--- config.mk ---
export PLATFORM = sky130hd
export DESIGN_NAME = bb3_back
export DESIGN_NICKNAME = d
export VERILOG_FILES = /design/src/bb3_pkg.sv /design/src/bb3_back.sv
export VERILOG_INCLUDE_DIRS = /design/src /design/src/src
export SDC_FILE = /design/constraint.sdc
export NUM_CORES = 1
export LEC_CHECK = 0
export BUFFER_PORTS_ARGS = -buffer_cell sky130_fd_sc_hd__clkbuf_2
export CORE_MARGIN = 3
export CORE_UTILIZATION = 48
export CTS_BUF_LIST = sky130_fd_sc_hd__clkbuf_16
export DETAILED_ROUTE_END_ITERATION = 16
export PLACE_DENSITY = 0.93
export SLEW_MARGIN = 5
export SYNTH_ARGS = -nofsm -noshare
export SYNTH_HDL_FRONTEND = slang
export SYNTH_SLANG_ARGS = --single-unit
--- constraint.sdc ---
create_clock -name clk -period 2.55 [get_ports clk]
set_input_delay 0.51 -clock clk [delete_from_list [all_inputs] [get_ports clk]]
set_output_delay 0.51 -clock clk [all_outputs]
set_load 0.005 [all_outputs]
--- src/assert_macros.svh ---
// ----------------------------------------------------------------------------
// Assertion macros
// Concurrent assertion wrappers used by the back end of the box sum block.
// ----------------------------------------------------------------------------
`ifndef ASSERT_MACROS_SVH
`define ASSERT_MACROS_SVH

`ifndef SYNTHESIS

`define ASSERT_PROP(name, clock, resetn, prop) \
    name: assert property (@(posedge clock) disable iff (!resetn) (prop)) \
        else $error("assertion failed");

`define ASSERT_NEVER(name, clock, resetn, cond) \
    name: assert property (@(posedge clock) disable iff (!resetn) !(cond)) \
        else $error("forbidden condition seen");

`else

`define ASSERT_PROP(name, clock, resetn, prop)

`define ASSERT_NEVER(name, clock, resetn, cond)

`endif

`endif

--- src/bb3_pkg.sv ---
// ----------------------------------------------------------------------------
// Box sum package
// Widths, register indexes and the pipeline record shared by the block.
// ----------------------------------------------------------------------------
package bb3_pkg;

    localparam int MAX_WIDTH    = 1024;
    localparam int PIXEL_BITS   = 8;
    localparam int ADDR_W       = $clog2(MAX_WIDTH);
    localparam int ROW_SUM_W    = PIXEL_BITS + 2;
    localparam int BOX_SUM_W    = 12;
    localparam int COUNT_W      = 11;
    localparam int CFG_W        = 11;
    localparam int CFG_INDEX_W  = 2;
    localparam int IN_TDATA_W   = ((PIXEL_BITS + 7) / 8) * 8;
    localparam int OUT_TDATA_W  = ((BOX_SUM_W + 7) / 8) * 8;
    localparam int STORE_W      = 2 * ROW_SUM_W;
    localparam int HEIGHT_LIMIT = 2045;
    localparam int WIDTH_RESET  = 32;
    localparam int HEIGHT_RESET = 32;

    localparam logic [CFG_INDEX_W-1:0] REG_OUT_WIDTH  = 2'd0;
    localparam logic [CFG_INDEX_W-1:0] REG_OUT_HEIGHT = 2'd1;

    typedef struct packed {
        logic                 valid;
        logic                 active;
        logic                 emit;
        logic                 sel;
        logic [ADDR_W-1:0]    x;
        logic [ROW_SUM_W-1:0] hsum;
        logic                 row_end;
        logic                 frame_end;
    } stage_t;

endpackage

--- src/bb3_back.sv ---
// ----------------------------------------------------------------------------
// Box sum back end
// Vertical sum, line store write-back and the output register.
// ----------------------------------------------------------------------------
`include "assert_macros.svh"

module bb3_back (
    input  logic                           clk,
    input  logic                           rst_n,
    input  bb3_pkg::stage_t                stage,
    input  logic [bb3_pkg::STORE_W-1:0]    ram_rdata,
    input  logic                           out_ready,
    output logic                           advance,
    output logic                           ram_we,
    output logic [bb3_pkg::ADDR_W-1:0]     ram_waddr,
    output logic [bb3_pkg::STORE_W-1:0]    ram_wdata,
    output logic                           out_valid,
    output logic [bb3_pkg::BOX_SUM_W-1:0]  box_sum,
    output logic                           row_end,
    output logic                           frame_end
);

    import bb3_pkg::*;

    logic                 out_valid_reg;
    logic                 out_valid_next;
    logic [BOX_SUM_W-1:0] box_sum_reg;
    logic                 row_end_reg;
    logic                 frame_end_reg;
    logic [ROW_SUM_W-1:0] half_lo;
    logic [ROW_SUM_W-1:0] half_hi;
    logic [ROW_SUM_W-1:0] old_sum;
    logic [ROW_SUM_W-1:0] mid_sum;
    logic [BOX_SUM_W-1:0] total;
    logic                 load;

    always_comb
    begin
        half_lo = ram_rdata[ROW_SUM_W-1:0];
        half_hi = ram_rdata[STORE_W-1:ROW_SUM_W];
        old_sum = stage.sel ? half_hi : half_lo;
        mid_sum = stage.sel ? half_lo : half_hi;
        total   = BOX_SUM_W'(old_sum) + BOX_SUM_W'(mid_sum) + BOX_SUM_W'(stage.hsum);

        advance = stage.valid && (!stage.emit || !out_valid_reg || out_ready);
        load    = advance && stage.emit;

        ram_we    = advance && stage.active;
        ram_waddr = stage.x;
        ram_wdata = stage.sel ? {stage.hsum, half_lo} : {half_hi, stage.hsum};

        if (load)
        begin
            out_valid_next = 1'b1;
        end
        else if (out_ready)
        begin
            out_valid_next = 1'b0;
        end
        else
        begin
            out_valid_next = out_valid_reg;
        end
    end

    always_ff @(posedge clk or negedge rst_n)
    begin
        if (!rst_n)
        begin
            out_valid_reg <= 1'b0;
        end
        else
        begin
            out_valid_reg <= out_valid_next;
        end
    end

    always_ff @(posedge clk)
    begin
        if (load)
        begin
            box_sum_reg   <= total;
            row_end_reg   <= stage.row_end;
            frame_end_reg <= stage.frame_end;
        end
    end

    assign out_valid = out_valid_reg;
    assign box_sum   = box_sum_reg;
    assign row_end   = row_end_reg;
    assign frame_end = frame_end_reg;

    `ASSERT_PROP(a_load_shows, clk, rst_n, load |=> out_valid_reg)
    `ASSERT_PROP(a_frame_end_row_end, clk, rst_n, (out_valid_reg && frame_end_reg) |-> row_end_reg)
    `ASSERT_NEVER(a_write_without_item, clk, rst_n, ram_we && !stage.valid)

endmodule

==> impl_metrics.prom <==
# TYPE chip_impl_metric gauge
chip_impl_info{name="outcome",value="finished, violations left"} 1
chip_impl_info{name="violations",value="setup timing"} 1
chip_impl_metric{name="maxSlewViolCount",unit=""} 0
chip_impl_metric{name="fp.dieH",unit="um"} 64.2
chip_impl_info{name="rsz_0062_raised_after_global_routing",value="yes"} 1
chip_impl_metric{name="p_int",unit="W"} 0.000957
chip_impl_metric{name="fmax",unit="GHz"} 0.340
chip_impl_info{name="timing.setup.critical_path_class",value="primary input to flop"} 1
chip_impl_metric{name="areaGrowthSynthToFinish",unit="%"} 55.0
chip_impl_metric{name="finish.instance_area",unit="sq um"} 2520
chip_impl_metric{name="avg_synthesized_cell_area",unit="sq um"} 9.13
chip_impl_metric{name="fin_worst_skew",unit="ns"} 0.00152
chip_impl_metric{name="crit_path_max_fanout",unit=""} 5
chip_impl_metric{name="synth_edf_count",unit=""} 14
chip_impl_metric{name="vias",unit=""} 1649
chip_impl_metric{name="clock_tree.htree_level_count",unit=""} 1
chip_impl_metric{name="clk_pin_slew",unit="ns"} 0.05
chip_impl_metric{name="power_leakage",unit="nW"} 1.29
chip_impl_metric{name="worst-r2r-setup-slack",unit="ns"} 0.88
chip_impl_metric{name="power_per_cell_area",unit="nW/um^2"} 560
chip_impl_metric{name="antennaDiodeCount",unit=""} 0
chip_impl_metric{name="post_layout_nonfiller_instances",unit=""} 315
chip_impl_metric{name="maximum_number_of_pins_on_one_net_before_global_route_repair",unit=""} 16
chip_impl_metric{name="num-nets-final",unit=""} 341
chip_impl_info{name="worstHoldPathType",value="primary input to async pin"} 1
chip_impl_info{name="cpMaxStageDelayCell",value="fa_1"} 1
chip_impl_metric{name="initial_utilization",unit="%"} 51.5
chip_impl_metric{name="io_buffer_count",unit=""} 75
chip_impl_metric{name="io_pins",unit=""} 96
chip_impl_metric{name="cts_inserted_buffers",unit=""} 3
chip_impl_metric{name="switching_share",unit="%"} 32.2
chip_impl_info{name="synth_top_area_cell",value="edfxtp_1"} 1
chip_impl_info{name="ys.flop_type",value="edfxtp_1"} 1
chip_impl_metric{name="synth.net_count",unit=""} 247
chip_impl_metric{name="floorplan.die_area",unit="sq um"} 4120
chip_impl_metric{name="drt_wl_total",unit="um"} 4620
chip_impl_metric{name="placedCellCount",unit=""} 308
chip_impl_metric{name="max-clock-path-buffers",unit=""} 2
chip_impl_metric{name="tritoncts_sink_count",unit=""} 15
chip_impl_metric{name="grt_use_total",unit="%"} 23.6
chip_impl_metric{name="clock_latency",unit="ns"} 0.24
chip_impl_metric{name="maximum_vdd_drop",unit="V"} 0.000550
chip_impl_metric{name="grt_remaining_overflow",unit=""} 0
chip_impl_metric{name="yosysUniqueCellTypes",unit=""} 34
chip_impl_metric{name="timing_worst_slew_pin_value",unit="ns"} 0.642
chip_impl_metric{name="part_of_the_power_in_registers",unit="%"} 24.1
chip_impl_metric{name="drt_drc_violations_left",unit=""} 0
chip_impl_metric{name="synth.top_cell.area_share",unit="%"} 25.9
chip_impl_metric{name="timing.max_slew.rel_slack",unit="%"} 57.2
chip_impl_metric{name="largest_reg_flops",unit=""} 12
chip_impl_info{name="cts_root_buffer",value="clkbuf_16"} 1
chip_impl_metric{name="globalplace.congestion",unit=""} 0.760
chip_impl_metric{name="ys_seq_area_share",unit="%"} 27.4
chip_impl_metric{name="vias_per_cell",unit=""} 5.23
chip_impl_metric{name="min_period_over_period",unit="%"} 115
chip_impl_metric{name="cp_data_arrival_time",unit="ns"} 2.92
chip_impl_metric{name="max_cap_viols",unit=""} 0
chip_impl_metric{name="synth-async-reset-ratio",unit="%"} 6.67
chip_impl_metric{name="clockPowerShare",unit="%"} 20.9
chip_impl_metric{name="holdBufCountCts",unit=""} 0
chip_impl_metric{name="multiInputGateArea",unit="sq um"} 1170
chip_impl_metric{name="place_hpwl",unit="um"} 3310
chip_impl_metric{name="grt_pass1_wl",unit="um"} 7460
chip_impl_metric{name="final_report_hold_violation_count",unit=""} 0
chip_impl_metric{name="drt_pass1_iterations",unit=""} 4
chip_impl_metric{name="power.switching",unit="W"} 0.000454
chip_impl_metric{name="antenna_left",unit=""} 0
chip_impl_metric{name="yosysWarnings",unit=""} 0
chip_impl_info{name="timing.critical_path.cells",value="clkbuf_16 > bufbuf_16 > nand2b_4 > nand2_2 > fa_1 > ha_2 > inv_2 > fa_2 > nor2b_2 > o21ai_2 > nand2b_1 > a2111oi_1 > or3b_1"} 1
chip_impl_metric{name="drtIter0Drc",unit=""} 49
chip_impl_metric{name="worst-r2r-cell-count",unit=""} 3
chip_impl_metric{name="timing.final.crit_period",unit="ns"} 2.94
chip_impl_metric{name="utilization",unit="%"} 79.9
chip_impl_metric{name="fp.dieW",unit="um"} 64.2
chip_impl_metric{name="max_stage_delay",unit="ns"} 0.52
chip_impl_metric{name="power_frac_comb",unit="%"} 54.9
chip_impl_metric{name="post_dp_cell_area",unit="sq um"} 2230
chip_impl_metric{name="regArea",unit="sq um"} 445
chip_impl_metric{name="final.setup.worst_slack",unit="ns"} -0.389
chip_impl_metric{name="avgRoutedWirePerCell",unit="um"} 14.7
chip_impl_metric{name="floorplan.core_area",unit="sq um"} 3150
chip_impl_metric{name="antenna_found_initial",unit=""} 0
chip_impl_metric{name="worstPathRequired",unit="ns"} 2.53
chip_impl_metric{name="synth.cell_area",unit="sq um"} 1630
chip_impl_metric{name="fill_cells",unit=""} 209
chip_impl_info{name="setup.worst_path.end_class",value="flop"} 1
chip_impl_metric{name="place_worst_setup_slack",unit="ns"} -0.661
chip_impl_metric{name="floorplan.rows",unit=""} 20
chip_impl_info{name="critical_path.startpoint_type",value="primary input"} 1
chip_impl_metric{name="syn-instance-count",unit=""} 178
chip_impl_metric{name="setup_viol_count_final",unit=""} 8
chip_impl_metric{name="grt_pass1_vias",unit=""} 1723
chip_impl_info{name="synth.top_cells.by_count",value="nand2_1, inv_1, edfxtp_1"} 1
chip_impl_info{name="synth_most_common_cell",value="nand2_1"} 1
chip_impl_info{name="tritoncts_clock_tree",value="built"} 1
chip_impl_metric{name="post_route_cells_drive_above_1_share",unit="%"} 53.9
chip_impl_info{name="netlist_top_cells_area",value="edfxtp_1, fa_1, nand2_1"} 1
chip_impl_metric{name="postSynthRegisterBits",unit=""} 15
[cell usage in the layout, fill, tap and decap left out, types with 3 or more instances in the layout]
cell and count:
xnor2_1 5, edfxtp_1 14, clkbuf_16 4, inv_1 19
nand2_1 33, mux2_4 5, mux2_2 5, clkbuf_2 74
fa_1 9, mux2i_1 4, nand2b_1 8, nand2_2 3
ha_4 6, buf_4 25, o21ai_0 11
[power groups by stage]
stage | registers (W) | logic, W | clock network (W)
floorplan | 0.000349 | 0.000404 | 0
global placement | 0.000345 | 0.000624 | 0
detailed placement | 0.000345 | 0.000660 | 0
CTS | 0.000341 | 0.000728 | 0.000302
global route | 0.000343 | 0.000848 | 0.000313
finish | 0.000340 | 0.000775 | 0.000295
[worst max-delay path: cells and delay by family]
kind            cells  cell delay, ns
fa+ha+maj           3            1.09
simple gates        5            0.77
buf+inv             3            0.40
compound gates      2            0.14
[kinds of logic after synthesis]
logic type / count (synthesis) / share of synthesized area [%]
adder cells (fa/ha/maj): 20 / 20.5
AO/OA/AOI/OAI: 26 / 10.5
flip-flops: 15 / 27.4
XOR/XNOR: 7 / 3.77
AND/OR/NAND/NOR: 59 / 17.6
buffers and inverters: 37 / 10.9
multiplexers: 14 / 9.39
[through the flow]
stage	setup TNS [ns]	hold WS [ns]	total power (W)
6_report	-2.05	0.0357	0.00141
4_1_cts	-1.61	0.0322	0.00137
3_3_place_gp	-3.43	0.285	0.000969
3_5_place_dp	-4.16	0.288	0.00101
2_1_floorplan	-2.47	0.214	0.000753
5_1_grt	-2.71	0.0307	0.00150
[final cells by class]
type | instances | share of cell area, %
multi-input cells | 126 | 46.4
repair buffers | 105 | 27.4
flip-flops and latches | 15 | 17.7
inverters | 21 | 3.13
clock buffers | 3 | 2.98
well taps | 44 | 2.19
clock inverters | 1 | 0.199
[metal layers]
metal | vias up | track usage, % | part of all wire [%] | wire length (um)
met3 | 23 | 4.39 | 6.9 | 320
met5 | - | 0 | 0 | 0
met4 | 0 | 11.1 | 4.4 | 204
met2 | 85 | 48.1 | 57 | 2620
li1 | 774 | - | - | -
met1 | 767 | 21.8 | 32 | 1480
[repair_timing]
| action | CTS | global route |
|---|---|---|
| gates cloned | 2 | 0 |
| resized for setup | 16 | 10 |
| buffers inserted | 0 | 1 |
| endpoints found under the setup margin | 7 | 7 |
| pin swaps | 16 | 8 |
[path summary, 6_finish.rpt]
path	start	end
max	stage[22]	box_sum[7]
min	rst_n	out_valid
max reg2reg	out_valid	box_sum[1]
min reg2reg	out_valid	out_valid
max in group asynchronous	rst_n	out_valid
min in group clk	stage[1]	row_end
(Power assumes the default switching activity.)
