File: src/assert_macros.svh
// ----------------------------------------------------------------------------
// Assertion macros
// Concurrent assertion wrappers used by the back end of the box sum block.
// ----------------------------------------------------------------------------
`ifndef ASSERT_MACROS_SVH
`define ASSERT_MACROS_SVH

`ifndef SYNTHESIS

`define ASSERT_PROP(name, clock, resetn, prop) \
    name: assert property (@(posedge clock) disable iff (!resetn) (prop)) \
        else $error("assertion failed");

`define ASSERT_NEVER(name, clock, resetn, cond) \
    name: assert property (@(posedge clock) disable iff (!resetn) !(cond)) \
        else $error("forbidden condition seen");

`else

`define ASSERT_PROP(name, clock, resetn, prop)

`define ASSERT_NEVER(name, clock, resetn, cond)

`endif

`endif

File: src/bb3_pkg.sv
// ----------------------------------------------------------------------------
// Box sum package
// Widths, register indexes and the pipeline record shared by the block.
// ----------------------------------------------------------------------------
package bb3_pkg;

    localparam int MAX_WIDTH    = 1024;
    localparam int PIXEL_BITS   = 8;
    localparam int ADDR_W       = $clog2(MAX_WIDTH);
    localparam int ROW_SUM_W    = PIXEL_BITS + 2;
    localparam int BOX_SUM_W    = 12;
    localparam int COUNT_W      = 11;
    localparam int CFG_W        = 11;
    localparam int CFG_INDEX_W  = 2;
    localparam int IN_TDATA_W   = ((PIXEL_BITS + 7) / 8) * 8;
    localparam int OUT_TDATA_W  = ((BOX_SUM_W + 7) / 8) * 8;
    localparam int STORE_W      = 2 * ROW_SUM_W;
    localparam int HEIGHT_LIMIT = 2045;
    localparam int WIDTH_RESET  = 32;
    localparam int HEIGHT_RESET = 32;

    localparam logic [CFG_INDEX_W-1:0] REG_OUT_WIDTH  = 2'd0;
    localparam logic [CFG_INDEX_W-1:0] REG_OUT_HEIGHT = 2'd1;

    typedef struct packed {
        logic                 valid;
        logic                 active;
        logic                 emit;
        logic                 sel;
        logic [ADDR_W-1:0]    x;
        logic [ROW_SUM_W-1:0] hsum;
        logic                 row_end;
        logic                 frame_end;
    } stage_t;

endpackage

File: src/bb3_front.sv
// ----------------------------------------------------------------------------
// Box sum front end
// Configuration registers, position counters, horizontal sum and store read.
// ----------------------------------------------------------------------------
module bb3_front (
    input  logic                             clk,
    input  logic                             rst_n,
    input  logic                             cfg_we,
    input  logic [bb3_pkg::CFG_INDEX_W-1:0]  cfg_index,
    input  logic [bb3_pkg::CFG_W-1:0]        cfg_wdata,
    input  logic                             in_accept,
    input  logic [bb3_pkg::PIXEL_BITS-1:0]   pixel,
    input  logic                             frame_start,
    input  logic                             advance,
    output bb3_pkg::stage_t                  stage,
    output logic                             ram_re,
    output logic [bb3_pkg::ADDR_W-1:0]       ram_raddr
);

    import bb3_pkg::*;

    logic [CFG_W-1:0]      out_width_reg;
    logic [CFG_W-1:0]      out_height_reg;
    logic [COUNT_W-1:0]    col_reg;
    logic [COUNT_W-1:0]    col_next;
    logic [COUNT_W-1:0]    row_reg;
    logic [COUNT_W-1:0]    row_next;
    logic                  sel_reg;
    logic                  sel_next;
    logic [PIXEL_BITS-1:0] prev0_reg;
    logic [PIXEL_BITS-1:0] prev1_reg;
    stage_t                stage_reg;
    stage_t                stage_next;

    logic [COUNT_W-1:0]    col_cur;
    logic [COUNT_W-1:0]    row_cur;
    logic                  sel_cur;
    logic [COUNT_W-1:0]    width_clamped;
    logic [COUNT_W-1:0]    height_clamped;
    logic [COUNT_W-1:0]    last_col;
    logic [COUNT_W-1:0]    last_row;
    logic                  at_row_end;
    logic                  at_frame_end;
    logic                  active;
    logic [COUNT_W-1:0]    col_off;
    logic [ROW_SUM_W-1:0]  hsum;

    always_comb
    begin
        col_cur = frame_start ? '0 : col_reg;
        row_cur = frame_start ? '0 : row_reg;
        sel_cur = frame_start ? 1'b0 : sel_reg;

        if (out_width_reg == '0)
        begin
            width_clamped = COUNT_W'(1);
        end
        else if (out_width_reg > CFG_W'(MAX_WIDTH))
        begin
            width_clamped = COUNT_W'(MAX_WIDTH);
        end
        else
        begin
            width_clamped = out_width_reg;
        end

        if (out_height_reg == '0)
        begin
            height_clamped = COUNT_W'(1);
        end
        else if (out_height_reg > CFG_W'(HEIGHT_LIMIT))
        begin
            height_clamped = COUNT_W'(HEIGHT_LIMIT);
        end
        else
        begin
            height_clamped = out_height_reg;
        end

        last_col     = width_clamped + COUNT_W'(1);
        last_row     = height_clamped + COUNT_W'(1);
        at_row_end   = col_cur >= last_col;
        at_frame_end = at_row_end && (row_cur >= last_row);
        active       = col_cur >= COUNT_W'(2);
        col_off      = col_cur - COUNT_W'(2);
        hsum         = ROW_SUM_W'(pixel) + ROW_SUM_W'(prev0_reg) + ROW_SUM_W'(prev1_reg);

        if (at_row_end)
        begin
            col_next = '0;
            if (row_cur >= last_row)
            begin
                row_next = '0;
                sel_next = 1'b0;
            end
            else
            begin
                row_next = row_cur + COUNT_W'(1);
                sel_next = ~sel_cur;
            end
        end
        else
        begin
            col_next = col_cur + COUNT_W'(1);
            row_next = row_cur;
            sel_next = sel_cur;
        end

        stage_next = stage_reg;
        if (in_accept)
        begin
            stage_next.valid     = 1'b1;
            stage_next.active    = active;
            stage_next.emit      = active && (row_cur >= COUNT_W'(2));
            stage_next.sel       = sel_cur;
            stage_next.x         = col_off[ADDR_W-1:0];
            stage_next.hsum      = hsum;
            stage_next.row_end   = at_row_end;
            stage_next.frame_end = at_frame_end;
        end
        else if (advance)
        begin
            stage_next.valid = 1'b0;
        end
    end

    always_ff @(posedge clk or negedge rst_n)
    begin
        if (!rst_n)
        begin
            out_width_reg   <= CFG_W'(WIDTH_RESET);
            out_height_reg  <= CFG_W'(HEIGHT_RESET);
            col_reg         <= '0;
            row_reg         <= '0;
            sel_reg         <= 1'b0;
            prev0_reg       <= '0;
            prev1_reg       <= '0;
            stage_reg       <= '0;
        end
        else
        begin
            if (cfg_we && (cfg_index == REG_OUT_WIDTH))
            begin
                out_width_reg <= cfg_wdata;
            end
            if (cfg_we && (cfg_index == REG_OUT_HEIGHT))
            begin
                out_height_reg <= cfg_wdata;
            end
            if (in_accept)
            begin
                col_reg   <= col_next;
                row_reg   <= row_next;
                sel_reg   <= sel_next;
                prev0_reg <= pixel;
                prev1_reg <= prev0_reg;
            end
            stage_reg <= stage_next;
        end
    end

    assign stage     = stage_reg;
    assign ram_re    = in_accept && active;
    assign ram_raddr = col_off[ADDR_W-1:0];

endmodule

File: config.mk
export PLATFORM = sky130hd
export DESIGN_NAME = bb3_front
export DESIGN_NICKNAME = d
export VERILOG_FILES = /design/src/assert_macros.svh /design/src/bb3_pkg.sv /design/src/bb3_front.sv
export SDC_FILE = /design/constraint.sdc
export NUM_CORES = 1
export LEC_CHECK = 0
export BUFFER_PORTS_ARGS = -buffer_cell sky130_fd_sc_hd__buf_2
export CORE_MARGIN = 4
export CORE_UTILIZATION = 45
export CTS_BUF_LIST = sky130_fd_sc_hd__clkbuf_16
export CTS_CLUSTER_SIZE = 12
export DETAILED_ROUTE_END_ITERATION = 6
export SYNTH_ARGS = -nofsm -noshare
export SYNTH_HDL_FRONTEND = slang
export SYNTH_SLANG_ARGS = --single-unit
export TNS_END_PERCENT = 20
File: constraint.sdc
create_clock -name clk -period 10.5 [get_ports clk]
set_input_delay 0.525 -clock clk [delete_from_list [all_inputs] [get_ports clk]]
set_output_delay 0.525 -clock clk [all_outputs]
set_load 0.01 [all_outputs]
==> results.yml, run 1 <==
outcome:
  outcome: "finished clean"
finish:
  area_delta_synth_final_pct: 12.7
  antennaDiodeCount: 0
  drive_gt1_share_pct: 21.3
  nets: 687
  final_cells: 767
  largest_register_ffs: 26
power_and_ir_drop:
  vdd_ir_drop_max_uv: 93.3
  p_leak_nw: 2.84
  p_per_area_nw_per_um2: 184
setup_path:
  cpMaxStageDelayCell: "a21o_1"
  crit_type: "flop to flop"
  r2r_setup_slack_ns: 5.89
  start_kind: "flop"
  cpMostUsedCell: "nand3_1"
  cp_max_fo: 16
  end_kind: "flop"
  crit_path_cell_trace: "nor4_1 > nand3_1 > a21oi_1 > ha_1 > nand3_1 > nor3b_1 > nand3_1 > xnor2_1 > nand2_1 > ha_1 > a2111oi_0 > o21ai_0 > a41oi_2 > a21o_1 > nor3_1 > nor3_1"
  cp.arrival_ns: 4.88
  critPathRequiredTime_ns: 10.76
  cpPeakStageDelay_ns: 0.60
clock_tree:
  ctsHtreeMaxLevel: 3
  cts_made_buffers: 9
  post_cts_resized: 0
  path_clk_slew_ns: 0.06
  cts_hold_buf: 0
  ctsLongestPathBuffers: 2
  insertion_delay_ns: 0.35
  clock_sinks: 87
  postCtsSetupBuffers: 0
  cts_root_buf: "clkbuf_16"
  cts_tree: "done"
synth:
  synth_compound_area_share_pct: 13.1
  synthArstFlopShare_pct: 100
  synthTopCellsByArea: "dfrtp_1, mux2_2, ha_1"
  ys_seq_area_share_pct: 39.7
  synthMuxAreaShare_pct: 10.0
  synth.avg_cell_area_um2: 9.83
  synth-edff-count: 0
  synth_cell_types: 58
  synth_top_family_by_area: "simple AND/OR/NAND/NOR gates"
  synth.most_common_cell: "dfrtp_1"
  synth_xor_area_share_pct: 4.46
  synth-simple-area-share_pct: 17.0
  synth_seq_cells: 87
  synthTopCellsByCount: "dfrtp_1, nand2_1, mux2_2"
  synthAdderAreaFrac_pct: 11.5
  syn_inst: 559
  ys.flop_type: "dfrtp_1"
  syn-cell-area_um2: 5500
  yosysWarnings: 0
  synth_top_area_share_pct: 38.7
  synth_top_area_cell: "dfrtp_1"
  synth_fp_nets: 631
route:
  wl_per_cell_um: 16.4
  drtIter0Drc: 237
  vias: 4326
  drtPass1Iterations: 4
  routed_wl_um: 12600
  viasPerCell: 5.64
  drc: 0
  ant_nets: 0
sta:
  period_share_pct: 43.9
  rsz0062_at_grt: "false"
  fin_tns_setup_ns: 0
  slew_headroom_pct: 52.0
  hold_viol: 0
  worstMarginPinSlew_ns: 0.720
  finClkSkew_ns: 0.00547
  setup-violations-final: 0
  min_period_ns: 4.61
  maxSlewViolCount: 0
  max_clock_freq_mhz: 217
floorplanning:
  core_area_um2: 12000
  dieWidth_um: 119
  die_y_um: 119
  io_pins: 64
  start_util_pct: 45.9
  rows: 40
  dieArea_um2: 14000
global_route:
  grt_usage_pct: 18.9
  overflow: 0
  grt_max_degree: 67
  grt_antenna_before_repair: 0
  grt_pass1_wl_um: 21700
  grt_pass1_vias: 4433
place:
  portBuffers: 63
  dp_hpwl_um: 9020
  globalplace.congestion: 0.804
  place_inst: 751
run:
  maxCapViolCount: 0
min_path:
  min_path_type: "input pin to async pin"
[metal layers]
layer	part of all wire, %	up-vias	global-route usage (%)
li1	-	2112	-
met1	48	2115	26.0
met4	1.7	0	7.24
met2	47	85	29.7
met3	3.6	14	3.44
met5	0	-	0
[per-stage QoR]
stage	cell area (µm²)	util [%]	hold WS, ns	setup WS [ns]	total power, mW
2_1_floorplan	5500	-	0.229	6.75	0.725
3_3_place_gp	5920	49.5	0.455	6.17	0.843
3_5_place_dp	5920	49.5	0.460	5.96	0.853
4_1_cts	6190	51.8	0.164	5.92	1.16
5_1_grt	6190	51.8	0.184	5.37	1.23
6_report	6190	51.8	0.149	5.89	1.14
[logic make-up after synthesis]
logic type	after synthesis
adder cells (fa/ha/maj)	45
XOR/XNOR	28
AO/OA/AOI/OAI	104
multiplexers	50
flip-flops	87
buffers and inverters	57
AND/OR/NAND/NOR	188
[critical path: cells and delay by family, from the launching register on]
kind,cells,cell delay [ns]
simple gates,8,1.74
xor+xnor,1,0.15
fa+ha+maj,2,0.41
flops,1,0.42
compound gates,5,1.80
[path summary, 6_finish.rpt]
check	from	cells past startpoint	to
min reg2reg	col_reg[10]	1	col_reg[10]
min	rst_n	1	stage[15]
max in group asynchronous	rst_n	2	stage[22]
min in group clk	advance	2	stage[25]
max reg2reg	out_width_reg[4]	16	row_reg[10]
max	out_width_reg[4]	16	row_reg[10]
[area by class of cell]
cell class | instances | area, µm²
fillers | 1104 | 5770
multi-input cells | 415 | 3080
flip-flops and latches | 87 | 2180
repair buffers | 67 | 348
clock buffers | 9 | 225
well taps | 147 | 184
inverters | 35 | 131
clock inverters | 7 | 41.3
[cell usage in the layout (no fill, tap or decap), types with 4 or more instances in the layout]
cell type	count
a21oi_1	12
inv_1	36
nand3_1	24
clkbuf_16	9
nor2_1	35
nand2b_1	4
a31oi_1	9
o2bb2ai_1	6
nand2_1	55
nor3_1	13
nand4_1	6
o21ai_0	26
o211ai_1	4
mux2_2	41
mux2i_1	9
buf_4	5
a21o_1	9
and3_1	8
dfrtp_1	85
buf_2	62
nor2b_1	18
xor2_1	11
ha_1	36
fa_1	9
a211oi_1	7
o31a_1	4
xnor2_1	17
nor4_1	9
[power by group]
group          switching (mW)  internal, mW  total, mW  leakage, nW
sequential             0.0599         0.403      0.463         1.06
combinational           0.206         0.175      0.381         1.65
clock                   0.140         0.158      0.298        0.130
Note: power is estimated with default switching activity, not from simulation.
==> run 2, diff against run 1 <==
Clock period 10.5 ns to 4.8 ns, I/O delays scaled along.
==> run 2 against run 1 <==
  * Via count is 0.69% higher
  * Global-route usage about the same
  * Register-to-register slack lost 5.2 ns
  * Maximum frequency grew 12%
  * First-iteration DRC count down 5.1%
  * Non-clock buffer count rose by 4
==> results.yml, run 2 (same netlist as run 1, synthesis figures left out) <==
sta:
  maxSlewViolCount: 0
  period_share_pct: 85.8
  max_clock_freq_mhz: 243
  finClkSkew_ns: 0.00508
  rsz0062_at_grt: "false"
  worstMarginPinSlew_ns: 0.716
  setup-violations-final: 0
  min_period_ns: 4.12
  slew_headroom_pct: 52.3
  fin_tns_setup_ns: 0
  hold_viol: 0
setup_path:
  cpMaxStageDelayCell: "dfrtp_1"
  cp.arrival_ns: 4.36
  path_buf_inv: 1
  critPathRequiredTime_ns: 5.04
  crit_family: "compound AO/OA/AOI/OAI gates"
  cpPeakStageDelay_ns: 0.42
  start_kind: "flop"
  cp_max_fo: 7
  end_kind: "flop"
  cpMostUsedCell: "nand3_1"
  crit_path_cell_trace: "nor4_1 > nand3_1 > a21oi_1 > ha_1 > nand3_1 > nor3b_1 > nand3_1 > xnor2_1 > nand2_1 > ha_1 > a2111oi_0 > o21ai_0 > a41oi_2 > buf_4 > a211oi_1 > a31o_2 > a22o_2"
  crit_type: "flop to flop"
floorplanning:
  dieArea_um2: 14000
  die_y_um: 119
  start_util_pct: 45.9
  dieWidth_um: 119
  io_pins: 64
  rows: 40
  core_area_um2: 12000
place:
  portBuffers: 63
  globalplace.congestion: 0.837
  dp_hpwl_um: 9160
route:
  ant_nets: 0
  drc: 0
  viasPerCell: 5.65
  routed_wl_um: 12700
  drtIter0Drc: 225
  vias: 4356
  wl_per_cell_um: 16.5
  drtPass1Iterations: 4
power_and_ir_drop:
  power_mw: 2.58
  p_leak_nw: 2.86
  p_per_area_nw_per_um2: 412
  power.net_switching_mw: 0.901
  combinationalPowerShare_pct: 32.8
  sw_frac_of_total_pct: 35.0
  p_clk_share_pct: 27.9
  pwr-share-seq_pct: 39.3
  internal_power_mw: 1.67
  vdd_ir_drop_max_uv: 150
clock_tree:
  cts_tree: "done"
  insertion_delay_ns: 0.35
  path_clk_slew_ns: 0.07
  cts_root_buf: "clkbuf_16"
  cts_made_buffers: 9
  ctsLongestPathBuffers: 2
  clock_sinks: 87
  ctsHtreeMaxLevel: 3
finish:
  mostFrequentLayoutCells: "dfrtp_1, buf_2, nand2_1"
  multiInputGateArea_um2: 3080
  area_delta_synth_final_pct: 13.8
  drive_gt1_share_pct: 21.6
  nFillCells: 1119
  largest_register_ffs: 26
  mostFrequentLayoutCell: "dfrtp_1"
  seqCellArea_um2: 2180
  antennaDiodeCount: 0
  nets: 691
global_route:
  grt_antenna_before_repair: 0
  grt_max_degree: 67
  grt_usage_pct: 18.9
  grt_pass1_vias: 4365
  overflow: 0
  grt_pass1_wl_um: 21700
outcome:
  outcome: "finished clean"
run:
  maxCapViolCount: 0
min_path:
  min_path_type: "input pin to flop"
==> run 2: final cells by class <==
type	instances	area share, %
clock buffer	9	3.60
inverter	35	2.10
tap	147	2.94
sequential	87	34.8
timing repair buffer	71	6.08
clock inverter	7	1.16
multi-input combinational	415	49.3
==> run 2: layer usage <==
metal | routed length, µm | share of wire [%] | vias to the layer above | GRT usage, %
met2 | 5990 | 47 | 82 | 30.4
met5 | 0 | 0 | - | 0
li1 | - | - | 2128 | -
met4 | 176 | 1.4 | 0 | 6.73
met3 | 535 | 4.2 | 11 | 2.87
met1 | 6020 | 47 | 2135 | 26.1
==> run 2: worst register-to-register path, cell delays in order (launching register included) <==
cell	delay, ns
dfrtp_1	0.42
nor4_1	0.40
nand3_1	0.13
a21oi_1	0.21
ha_1	0.21
nand3_1	0.12
nor3b_1	0.38
nand3_1	0.15
xnor2_1	0.16
nand2_1	0.08
ha_1	0.19
a2111oi_0	0.33
o21ai_0	0.17
a41oi_2	0.20
buf_4	0.19
a211oi_1	0.16
a31o_2	0.26
a22o_2	0.24
==> run 2: metrics by stage <==
stage	hold WS, ns	utilization (%)	setup WS (ns)	area, µm²	std cells
2_1_floorplan	-0.0556	-	1.05	5500	559
3_3_place_gp	0.247	49.7	0.768	5950	754
3_5_place_dp	0.259	49.7	0.711	5950	754
4_1_cts	0.0846	52.3	0.690	6250	771
5_1_grt	0.144	52.3	0.254	6250	771
6_report	0.0928	52.3	0.683	6250	771
==> run 2: final timing paths <==
path | slack [ns] | cells past startpoint | start | to
max in group asynchronous | 3.38 | 3 | rst_n | prev1_reg[6]
min reg2reg | 0.48 | 1 | col_reg[10] | col_reg[10]
min in group asynchronous | 0.40 | 2 | rst_n | stage[15]
min | 0.09 | 2 | advance | stage[25]
max reg2reg | 0.68 | 17 | out_width_reg[4] | row_reg[9]
max | 0.68 | 17 | out_width_reg[4] | row_reg[9]
==> run 2: power by group through the flow <==
| stage | logic (mW) | clock network [mW] | registers [mW] |
|---|---|---|---|
| after floorplan | 0.554 | 0 | 1.03 |
| after global placement | 0.832 | 0 | 1.02 |
| after detailed placement | 0.849 | 0 | 1.03 |
| after CTS | 0.855 | 0.734 | 1.01 |
| after global routing | 0.959 | 0.763 | 1.04 |
| final | 0.845 | 0.718 | 1.01 |
==> run 2: repair_timing <==
item | 4_1_cts | 5_1_grt
endpoints found under the hold margin | 39 | 0
hold buffers | 1 | 0
endpoints found under the setup margin | 0 | 0
gates resized for setup | 0 | 0
setup buffers | 0 | 0
