### config.mk
export PLATFORM = sky130hd
export DESIGN_NAME = bb3_ram
export DESIGN_NICKNAME = d
export VERILOG_FILES = /design/src/assert_macros.svh /design/src/bb3_ram.sv
export SDC_FILE = /design/constraint.sdc
export NUM_CORES = 1
export LEC_CHECK = 0
export BUFFER_PORTS_ARGS = -buffer_cell sky130_fd_sc_hd__buf_2
export CORE_MARGIN = 1
export CORE_UTILIZATION = 25
export CTS_BUF_LIST = sky130_fd_sc_hd__clkbuf_4
export CTS_CLUSTER_DIAMETER = 200
export DETAILED_ROUTE_END_ITERATION = 10
export GPL_TIMING_DRIVEN = 0
export PLACE_DENSITY = 0.35
export SLEW_MARGIN = 0
export SYNTH_ARGS = -nofsm -noshare
export SYNTH_HDL_FRONTEND = slang
export SYNTH_SLANG_ARGS = --single-unit
export TNS_END_PERCENT = 100
### constraint.sdc
create_clock -name clk -period 2.2 [get_ports clk]
set_clock_uncertainty 0.15 [all_clocks]
set_input_delay 0.33 -clock clk [delete_from_list [all_inputs] [get_ports clk]]
set_output_delay 0.33 -clock clk [all_outputs]
set_load 0.02 [all_outputs]
### src/assert_macros.svh
// ----------------------------------------------------------------------------
// Assertion macros
// Concurrent assertion wrappers used by the back end of the box sum block.
// ----------------------------------------------------------------------------
`ifndef ASSERT_MACROS_SVH
`define ASSERT_MACROS_SVH

`ifndef SYNTHESIS

`define ASSERT_PROP(name, clock, resetn, prop) \
    name: assert property (@(posedge clock) disable iff (!resetn) (prop)) \
        else $error("assertion failed");

`define ASSERT_NEVER(name, clock, resetn, cond) \
    name: assert property (@(posedge clock) disable iff (!resetn) !(cond)) \
        else $error("forbidden condition seen");

`else

`define ASSERT_PROP(name, clock, resetn, prop)

`define ASSERT_NEVER(name, clock, resetn, cond)

`endif

`endif

### src/bb3_ram.sv
// ----------------------------------------------------------------------------
// Generic RAM
// One write port and one read port with a registered, enabled read.
// ----------------------------------------------------------------------------
module bb3_ram #(
    parameter int WIDTH = 8,
    parameter int DEPTH = 16
) (
    input  logic                     clk,
    input  logic                     we,
    input  logic [$clog2(DEPTH)-1:0] waddr,
    input  logic [WIDTH-1:0]         wdata,
    input  logic                     re,
    input  logic [$clog2(DEPTH)-1:0] raddr,
    output logic [WIDTH-1:0]         rdata
);

    logic [WIDTH-1:0] mem [DEPTH];
    logic [WIDTH-1:0] rdata_reg;

    always_ff @(posedge clk)
    begin
        if (we)
        begin
            mem[waddr] <= wdata;
        end
        if (re)
        begin
            rdata_reg <= mem[raddr];
        end
    end

    assign rdata = rdata_reg;

endmodule

==> impl.org, run 1 <==
** Outcome
- Outcome :: complete, no violations

** Synth
- Synthesized Nets :: 248
- Largest area contributor in the synthesized netlist :: edfxtp_1
- By area the synthesized netlist is led by edfxtp_1, mux4_2, mux4_1, a22oi_1, nor2_1.
- Number of different library cells in the post-synthesis netlist :: 18
- In the post-synthesis netlist, the cell with the most instances is edfxtp_1.
- Share of the synthesized area in the top cell type :: 78.1%
- Number of instances in the synthesized netlist :: 229
- Number of flops mapped to enable cells by yosys :: 136
- Count of warnings emitted by yosys :: 0
- Share of synthesized area occupied by flip-flops and latches :: 78.1%
- Primary FF master, synth :: edfxtp_1
- Synth Cell Area :: 5230 sq um
- Counting flops with an async set or reset pin after synthesis yields a share of 0%.
- Mapped Avg Cell Area :: 22.8 sq um
- Ranked by instance count, the synthesized netlist is headed by edfxtp_1, mux4_2, a22oi_1.
- Yosys reg bits :: 136

** Clock network
- Number of post-CTS setup repair buffers :: 0
- TritonCTS built the clock tree.
- The H-tree was split into 4 levels.
- After clock tree synthesis, the clock-pin slew on the worst setup and hold paths is 0.11 ns.
- The clock reaches the later pin of the worst-skew pair after 0.53 ns.
- In this run the clock root is driven by a clkbuf_4.
- TritonCTS created 17 clock buffers.
- The tree built by TritonCTS fans out to 136 sinks.
- The longest clock path from root to sink contains 2 buffers.

** GRT
- Number of antenna violations at the first check in global routing :: 2
- First-pass GRT wire length :: 17,500 um
- Entering global routing, the biggest net connects 17 pins.
- Remaining Overflow, GRT :: 0
- Overall fraction of global-route tracks in use :: 12.0%
- The number of global-route vias before repair came to 2,537.

** Placement
- Input and output buffers added on the ports amount to 25.
- The congestion estimate from routability-driven global placement came to 0.732.
- After legalization and detailed placement, the total HPWL measured 7740 um.
- Placement-stage worst setup slack :: -0.111 ns
- Total cell area at the placement stage :: 5710 sq um

** Drt
- Number of design-rule violations left by the first detailed-router iteration :: 193
- Number of antenna-violating nets in the routed design :: 0
- Detail-routed net length per standard cell :: 21.3 um
- In the routed design, unresolved DRC markers number 0.
- Count of vias placed by the detailed router :: 2,402
- Total wire length after detailed routing :: 11,900 um
- Dividing the detail-routed via count by the number of cells gives 4.30.
- DR pass1 iterations :: 4

** Min path
- The path class of the tightest hold or removal check is input port to flop.

** Layout
- Number of fill cells in the layout :: 2,011
- Compared with the post-synthesis result, the final layout area differs by 13.8%.
- The register with the most flip-flops in the layout has 128 of them.
- The post-route netlist has 28.8% of its cells at a drive strength greater than 1.
- Nets :: 294
- The finished cells cover 5950 sq um.

** Die
- Standard-cell row count :: 52
- The die is 147 um tall.
- Die Area :: 21,500 sq um
- Starting density of the core :: 25.7%
- In this run the count of I/O pins placed on the die edge is 27.
- The die is 147 um wide.
- In this run the standard cell core region covers 20,400 sq um.

** STA
- Actual transition at the worst max-transition pin :: 0.967 ns
- Number of failing hold endpoints at the final stage :: 0
- Final critical-path required period :: 1.84 ns
- Number of pins with negative max-slew slack in the final report :: 0
- Setup repair after global routing left no endpoint under its margin.
- The final critical path takes up 83.5% of the cycle.
- Post-route setup slack :: 0.363 ns
- Min Hold Slack :: 0.0478 ns
- Worst rel slew slack :: 35.3%
- For this run, the top clock speed supported by timing is 0.544 GHz.
- Setup violations remaining at the end of the flow were counted as 0.

** Power
- Pwr per Cell Area :: 775 nW/um^2
- Design internal power :: 3.60 mW
- Share of total power consumed by net switching :: 21.9%
- Switching power total :: 1.01 mW
- Proportion of power drawn by combinational gates :: 6.6%
- VDD sags by at most 0.273 mV.
- Sequential cells burn 63.5% of the power.
- Clk network pwr share :: 29.9%
- Static leakage :: 1.89 nW

** Setup path
- For this design, the slowest cell found on the critical path is mux4_1.
- Along the worst path, the maximum fanout reaches 1.
- Dominant delay contributor by cell family on the critical path :: multiplexers
- Peak per-stage delay on the critical path :: 0.57 ns
- Data arrives at the worst endpoint at 1.96 ns.
- Worst Path Buf+Inv :: 0
- Startpoint-to-endpoint class of the critical path :: flop to flop
- Cell chain of the critical path :: mux4_1, a22oi_1, nand2_1
- Type of destination of the critical path :: flop
- Endpoint required time on the critical path :: 2.32 ns
- Startpoint type of the worst setup path :: flop

** Flow run
- Max-capacitance violation count :: 0
-- logic make-up (layout without fill, tap and decap cells) --
family | Yosys count | count (layout) | share of synthesized area (%)
multiplexers | 32 | 32 | 14.8
flip-flops | 136 | 136 | 78.1
other | 0 | 3 | 0
buffers and inverters | 10 | 66 | 1.65
AND/OR/NAND/NOR | 35 | 35 | 3.14
AO/OA/AOI/OAI | 16 | 16 | 2.30
-- path summary, 6_finish.rpt --
path / cells after the start / start / to / slack (ns)
min: 1 / wdata[5] / mem[14][5] / 0.05
max: 3 / mem[1][2] / rdata[2] / 0.36
min reg2reg: 3 / mem[15][2] / rdata[2] / 0.62
max reg2reg: 3 / mem[1][2] / rdata[2] / 0.36
-- power by group through the flow --
stage / sequential (mW) / combinational (mW) / clock, mW
after floorplan: 3.00 / 0.147 / 0
after global placement: 2.99 / 0.311 / 0
after detailed placement: 2.99 / 0.314 / 0
after CTS: 2.93 / 0.316 / 1.43
after global routing: 2.93 / 0.334 / 1.54
final: 2.93 / 0.303 / 1.38
-- per-stage QoR --
stage / std cells / util [%] / setup TNS, ns / power [mW]
finish: 558 / 29.2 / 0 / 4.61
global placement: 524 / 27.9 / -9.69 / 3.30
CTS: 555 / 29.1 / 0 / 4.67
global route: 558 / 29.2 / 0 / 4.81
floorplan: 229 / - / 0 / 3.15
detailed placement: 525 / 28.0 / -1.56 / 3.30
-- routing by layer --
metal	routed length, um	up-vias	GRT usage [%]
li1	-	1073	-
met1	5380	1273	15.9
met2	5760	49	18.9
met3	602	7	3.59
met4	132	0	3.91
met5	0	-	0
-- layout make-up --
| class | instances | area, sq um | share of cell area, % |
|---|---|---|---|
| well taps | 270 | 338 | 5.68 |
| plain buffers | 10 | 86.3 | 1.45 |
| diodes | 3 | 7.51 | 0.126 |
| repair buffers | 27 | 143 | 2.40 |
| flip-flops and latches | 136 | 4080 | 68.7 |
| clock inverters | 8 | 58.8 | 0.989 |
| multi-input cells | 83 | 1070 | 18.0 |
| clock buffers | 21 | 158 | 2.65 |
-- placed cells by master (no fill, tap or decap), types with 2 or more instances in the layout --
cell	instances
edfxtp_1	136
buf_2	28
clkbuf_4	21
mux4_2	18
a22oi_1	16
mux4_1	14
nor2_1	13
nand2_1	9
clkinv_1	5
diode_2	3
buf_6	3
clkdlybuf4s25_2	3
nor3_2	3
buf_4	2
nand3b_1	2
nand2b_1	2
clkinv_2	2
-- timing repair --
item,in CTS,in global routing
hold buffers,1,0
resized for setup,0,0
setup endpoints to repair,0,0
hold endpoints to repair,8,0
No activity file was read; power rests on OpenSTA's default activity.
==> inputs of run 2 (changes only) <==
clock period = 1.9 ns   (was 2.2 ns; I/O delays follow)
==> impl.org, run 2 (synthesized netlist as in run 1, its figures left out) <==
** Outcome
- Outcome :: complete, no violations

** Layout
- Share of cells above drive strength 1 :: 29.6%
- Most common library cell in the layout ignoring fill and taps :: edfxtp_1
- Fin cells :: 562
- After filler insertion, the fill cell instance count of the layout stands at 1,998.
- Nets :: 298
- Flip-flop count of the largest register, all copies and words added :: 128
- Area overhead of the layout relative to synthesis :: 15.8%
- Most used cells in the layout excluding fill and tap cells :: edfxtp_1, buf_2, clkbuf_4, mux4_2, a22oi_1
- Sequential cell area :: 4080 sq um
- Summing all multi-input logic gate instances after layout gives 1080 sq um.

** STA
- Post-route setup slack :: 0.114 ns
- For this run, the top clock speed supported by timing is 0.560 GHz.
- Actual transition at the worst max-transition pin :: 0.897 ns
- Number of pins with negative max-slew slack in the final report :: 0
- Final worst-path cycle share :: 94.0%
- Number of failing hold endpoints at the final stage :: 0
- Setup violations remaining at the end of the flow were counted as 0.
- Setup repair after global routing left no endpoint under its margin.
- Headroom to the max-slew limit came out at 40.0%.
- Final critical-path required period :: 1.79 ns

** Flow run
- The tool flagged a number of max-cap violations equal to 0.

** Placement
- In this run the tool buffered the top-level ports with 25 buffer cells.
- DP Wirelength :: 7790 um
- Placed instance count :: 524
- Placement-stage worst setup slack :: -0.357 ns
- Weighted congestion reported at the end of routability-driven placement :: 0.731

** GRT
- Number of antenna violations at the first check in global routing :: 1
- The first global-routing pass estimated 17,400 um of wire.
- Largest net degree at the start of global routing :: 17
- Overall fraction of global-route tracks in use :: 12.0%
- For this run the aggregate overflow at the end of global routing stands at 0.
- The number of global-route vias before repair came to 2,586.

** Drt
- Number of design-rule violations left by the first detailed-router iteration :: 178
- Total wire length after detailed routing :: 11,900 um
- Post-DR vias/cell :: 4.30
- Number of antenna-violating nets in the routed design :: 0
- Detailed routing inserted a total of 2,419 vias.
- In the final routed layout, each cell accounts on average for 21.2 um.
- The first TritonRoute pass finished after 4 iterations.
- After detailed routing, the number of remaining DRC violations is 0.

** Power
- Static leakage :: 1.94 nW
- Worst vdd rail ir drop :: 0.421 mV
- The completed layout was analyzed and its total power is 5.64 mW.
- In this run the power density over the cells is 932 nW/um^2.

** Clock network
- Clock latency on the worst-skew pair :: 0.52 ns
- TritonCTS built the clock tree.
- CTS root buffer :: clkbuf_4
- No sink is reached through more buffers than the 2 on the longest clock path.
- TritonCTS Buffers :: 17
- Number of post-CTS setup repair buffers :: 0
- After clock tree synthesis, the clock-pin slew on the worst setup and hold paths is 0.11 ns.
- CTS H-tree lvls :: 4
- The clock net in this run drives a total of 136 sinks.

** Die
- The die covers 21,500 sq um.
- Horizontal die dimension :: 147 um
- For this configuration, the core starts out at a cell density of 25.7%.
- Core Footprint :: 20,400 sq um
- Standard-cell row count :: 52
- Die height :: 147 um
- During I/O placement, the number of pins put on the boundary was 27.

** Setup path
- STA classifies the critical path endpoint as a flop.
- Endpoint arrival time on the critical path :: 1.90 ns
- The critical path is of the flop to flop type.
- At the worst endpoint, the required time is 2.02 ns.
- Crit-path max FO :: 1
- The worst setup path is launched from a flop.

** Min path
- The path class of the tightest hold or removal check is input port to flop.
==> run 2: cell count changes in the layout (fill, tap and decap cells not counted), sizes merged <==
cell	before	now
clkbuf	21	19
diode	3	1
dlygate4sd3	1	6
clkinv	7	9
bufinv	1	3
buf	33	32
==> run 2: layout make-up <==
type,instances,share of cell area (%)
sequential,136,67.5
multi-input combinational,83,17.9
tap,270,5.58
timing repair buffer,31,3.06
clock buffer,19,2.36
clock inverter,12,2.21
buffer,10,1.43
antenna,1,0.0413
==> run 2: path summary, 6_finish.rpt <==
check | startpoint | endpoint | slack (ns) | depth (start not counted)
min | wdata[7] | mem[12][7] | 0.05 | 1
max | mem[1][1] | rdata[1] | 0.11 | 3
max reg2reg | mem[1][1] | rdata[1] | 0.11 | 3
min reg2reg | mem[12][2] | rdata[2] | 0.63 | 3
==> run 2: per-stage QoR <==
| stage | area [sq um] | hold slack (ns) | setup TNS [ns] | utilization [%] |
|---|---|---|---|---|
| 3_3_place_gp | 5700 | 0.488 | -26.43 | 28.0 |
| 6_report | 6050 | 0.0491 | 0 | 29.7 |
| 4_1_cts | 6050 | 0.00676 | 0 | 29.7 |
| 5_1_grt | 6050 | 0.00232 | 0 | 29.7 |
| 2_1_floorplan | 5230 | 0.234 | 0 | - |
| 3_5_place_dp | 5710 | 0.489 | -14.16 | 28.0 |
==> run 2: layer usage <==
metal | wire, um | global-route usage, %
met1 | 5460 | 15.9
met2 | 5650 | 18.5
met3 | 699 | 4.34
met4 | 113 | 3.44
met5 | 0 | 0
==> run 2: worst max-delay path, cell delays in order (launching register included) <==
cell and delay [ns]:
edfxtp_1 0.36, mux4_1 0.56, a22oi_1 0.36, nand2_1 0.11
==> run 2: repair_timing <==
action	in CTS	in global routing
endpoints found under the hold margin	65	0
endpoints found under the setup margin	0	1
gates resized for setup	0	1
hold buffers	6	0
==> run 2: where the power goes <==
group / leakage [nW] / switching, mW / total [mW] / internal, mW
registers: 1.24 / 0.0136 / 3.39 / 3.37
logic: 0.548 / 0.224 / 0.363 / 0.139
clock network: 0.156 / 0.978 / 1.89 / 0.911
total: 1.94 / 1.22 / 5.64 / 4.42
==> inputs of run 3 (changes only) <==
ABC_AREA = 1   (was default)
==> impl.org, run 3 <==
** GRT
- Overall fraction of global-route tracks in use :: 14.6%
- Entering global routing, the biggest net connects 17 pins.
- The number of global-route vias before repair is 3,728.
- Remaining Overflow, GRT :: 0
- The initial antenna violation count is 1.
- First-pass GRT wire length :: 24,400 um

** Die
- Core Footprint :: 22,800 sq um
- Standard-cell row count :: 55
- The floorplan step defined a die boundary enclosing 24,000 sq um.
- For this configuration, the core starts out at a cell density of 25.7%.
- From left edge to right edge, the die measures 155 um.
- The die is 155 um tall.
- 27 I/O pins were placed.

** STA
- The final count of pins violating max slew came to 0.
- The number of hold-slack violations in the final timing report is 0.
- Final worst-path cycle share :: 79.6%
- Total negative setup slack :: 0 ns
- For the pin with the worst max-slew slack, the measured transition is 0.914 ns.
- Setup Viol. Count Final :: 0
- Final hold analysis gives a worst-case slack of 0.0456 ns.
- Worst rel slew slack :: 38.8%
- Unrepaired setup endpoints after global routing :: no
- Final critical-path required period :: 1.51 ns
- Across all setup checks in the final design, the least slack found is 0.388 ns.
- Timing would allow up to 0.661 GHz.

** Synth
- Of the post-synthesis cell area, the dominant cell type holds 69.8%.
- The number of nets handed over by synthesis was 570.
- Most frequent cell after synthesis :: nand2_1
- Count of warnings emitted by yosys :: 0
- Primary FF master, synth :: edfxtp_1
- Share of synthesized area occupied by flip-flops and latches :: 69.8%
- Synthesis instantiated 11 different standard cells from the library.
- By area the synthesized netlist is led by edfxtp_1, nand2_1, nand3_1, inv_1, buf_6.
- Each instance of the synthesized netlist takes up on average 10.6 sq um.
- The biggest area contributor in the post-synthesis netlist is edfxtp_1.
- Fraction of registers with async set/reset :: 0%
- Synthesis handed over a netlist of 551 instances.
- The synthesized design contains 136 enable-type register cells.
- After synthesis the netlist holds a flip-flop and latch count of 136.
- Synth Cell Area :: 5850 sq um
- Counting instances in the post-synthesis netlist gives the leading cell types as nand2_1, edfxtp_1, inv_1.

** Power
- Static leakage :: 2.81 nW
- IR analysis of the VDD net gives a maximum drop of 0.288 mV.
- Pwr per Cell Area :: 893 nW/um^2
- Sum of internal, switching and leakage power :: 6.00 mW

** Drt
- DR pass1 iterations :: 7
- In the routed design, unresolved DRC markers number 0.
- The detail route stage leaves a number of antenna-violating nets equal to 0.
- After detailed routing, the average wire length per cell comes to 17.8 um.
- Post-DR vias/cell :: 4.10
- The routed layout has 3,791 vias.
- Total wire length after detailed routing :: 16,500 um
- Number of design-rule violations left by the first detailed-router iteration :: 321

** Setup path
- Worst reg2reg path startpoint :: mem[1][4]
- FF-to-FF setup slack :: 0.53 ns
- Together, buffers and inverters on the worst path number 1.
- Among all stages on the critical path, the largest delay is contributed by edfxtp_1.
- RR Endpoint :: rdata[4]
- R2R cell count :: 6
- In this run the worst path has a maximum fanout of 1.
- Walking the worst path, the cells encountered are buf_2.
- Startpoint type of the worst setup path :: flop
- For the worst setup path, the data required time is 1.46 ns.
- Type of destination of the critical path :: primary output
- Dominant delay contributor by cell family on the critical path :: flip-flops
- Data on the critical path arrives at its endpoint at 1.08 ns.
- The worst setup path is of the flop to primary output kind.
- For this run, the slowest stage of the critical path takes 0.37 ns.

** Layout
- Most used cells in the layout excluding fill and tap cells :: nand2_1, edfxtp_1, inv_1, nand3_1, buf_2
- Final instance area :: 6720 sq um
- The area growth from synthesis to layout is 15.0%.
- The register with the most flip-flops in the layout has 128 of them.
- The layout has 2,392 filler cells.
- Most common library cell in the layout ignoring fill and taps :: nand2_1
- Nets :: 617
- Share of cells above drive strength 1 :: 12.4%

** Clock network
- After clock tree synthesis, the flow added hold-fix buffers numbering 4.
- CTS H-tree lvls :: 4
- Clock-pin slew was measured on the worst setup and hold paths at 0.12 ns.
- The tree built by TritonCTS fans out to 136 sinks.
- TritonCTS built the clock tree.
- In this run the clock root is driven by a clkbuf_4.
- Buffers inserted during clock tree synthesis total 17.
- Clock buffer depth :: 2
- Clock latency on the worst-skew pair, taken at its later pin, is 0.54 ns.
- Number of gates resized after CTS :: 0
- Post-CTS timing repair inserted 0 buffers for setup.

** Outcome
- The flow ran to the end, and the final reports show no timing, DRC or antenna violations.

** Min path
- Along the worst hold path, the cell count comes to 1.
- Worst Hold Class :: input port to flop
- For hold timing, the worst endpoint is mem[0][0].
- Startpoint of the worst hold path :: wdata[0]

** Placement
- Number of input and output port buffers inserted :: 23
- DP Wirelength :: 11,100 um
- Weighted congestion reported at the end of routability-driven placement :: 0.819
- Summing all placed instances gives a cell area of 6350 sq um.
- Placement-stage worst setup slack :: -0.143 ns

** Flow run
- Max-capacitance violation count :: 0
-- run 3: stage by stage --
stage | utilization [%] | instances
floorplan | - | 551
global placement | 27.9 | 887
detailed placement | 27.9 | 887
CTS | 29.5 | 923
global route | 29.5 | 925
finish | 29.5 | 925
-- run 3: layout make-up --
class	count	area [sq um]	area share, %
buffer	24	166	2.48
clock inverter	14	180	2.68
sequential	136	4080	60.8
clock buffer	18	135	2.01
multi-input combinational	289	1210	18.1
tap	313	392	5.83
inverter	102	383	5.70
antenna	1	2.50	0.0372
timing repair buffer	28	165	2.46
-- run 3: metal layers --
layer	GRT usage (%)	vias up	share of wire, %
met5	0	-	0
met4	4.24	0	1.4
met3	3.04	13	2.7
met2	23.0	84	45
met1	20.2	1816	51
li1	-	1878	-
-- run 3: worst max path at each step --
stage / start / cells past startpoint / slack (ns) / endpoint
5_1_grt: rdata[1] / 1 / 0.29 / rdata[1]
3_5_place_dp: waddr[3] / 3 / -0.14 / mem[7][1]
4_1_cts: rdata[4] / 1 / 0.33 / rdata[4]
3_3_place_gp: waddr[3] / 3 / -0.12 / mem[7][1]
2_1_floorplan: waddr[2] / 2 / 0.51 / mem[10][0]
6_report: rdata[4] / 1 / 0.39 / rdata[4]
-- run 3: power by group --
group,leakage (nW),internal [mW],switching (mW)
registers,1.24,3.37,0.0144
logic,1.41,0.133,0.354
clock network,0.159,1.04,1.08
total,2.81,4.55,1.45
-- run 3: logic make-up (layout without fill, tap and decap cells) --
group	count (synthesis)	after routing	share of synthesized area (%)
buf+inv	126	186	9.39
simple gates	289	289	20.8
flops	136	136	69.8
other cells	0	1	0
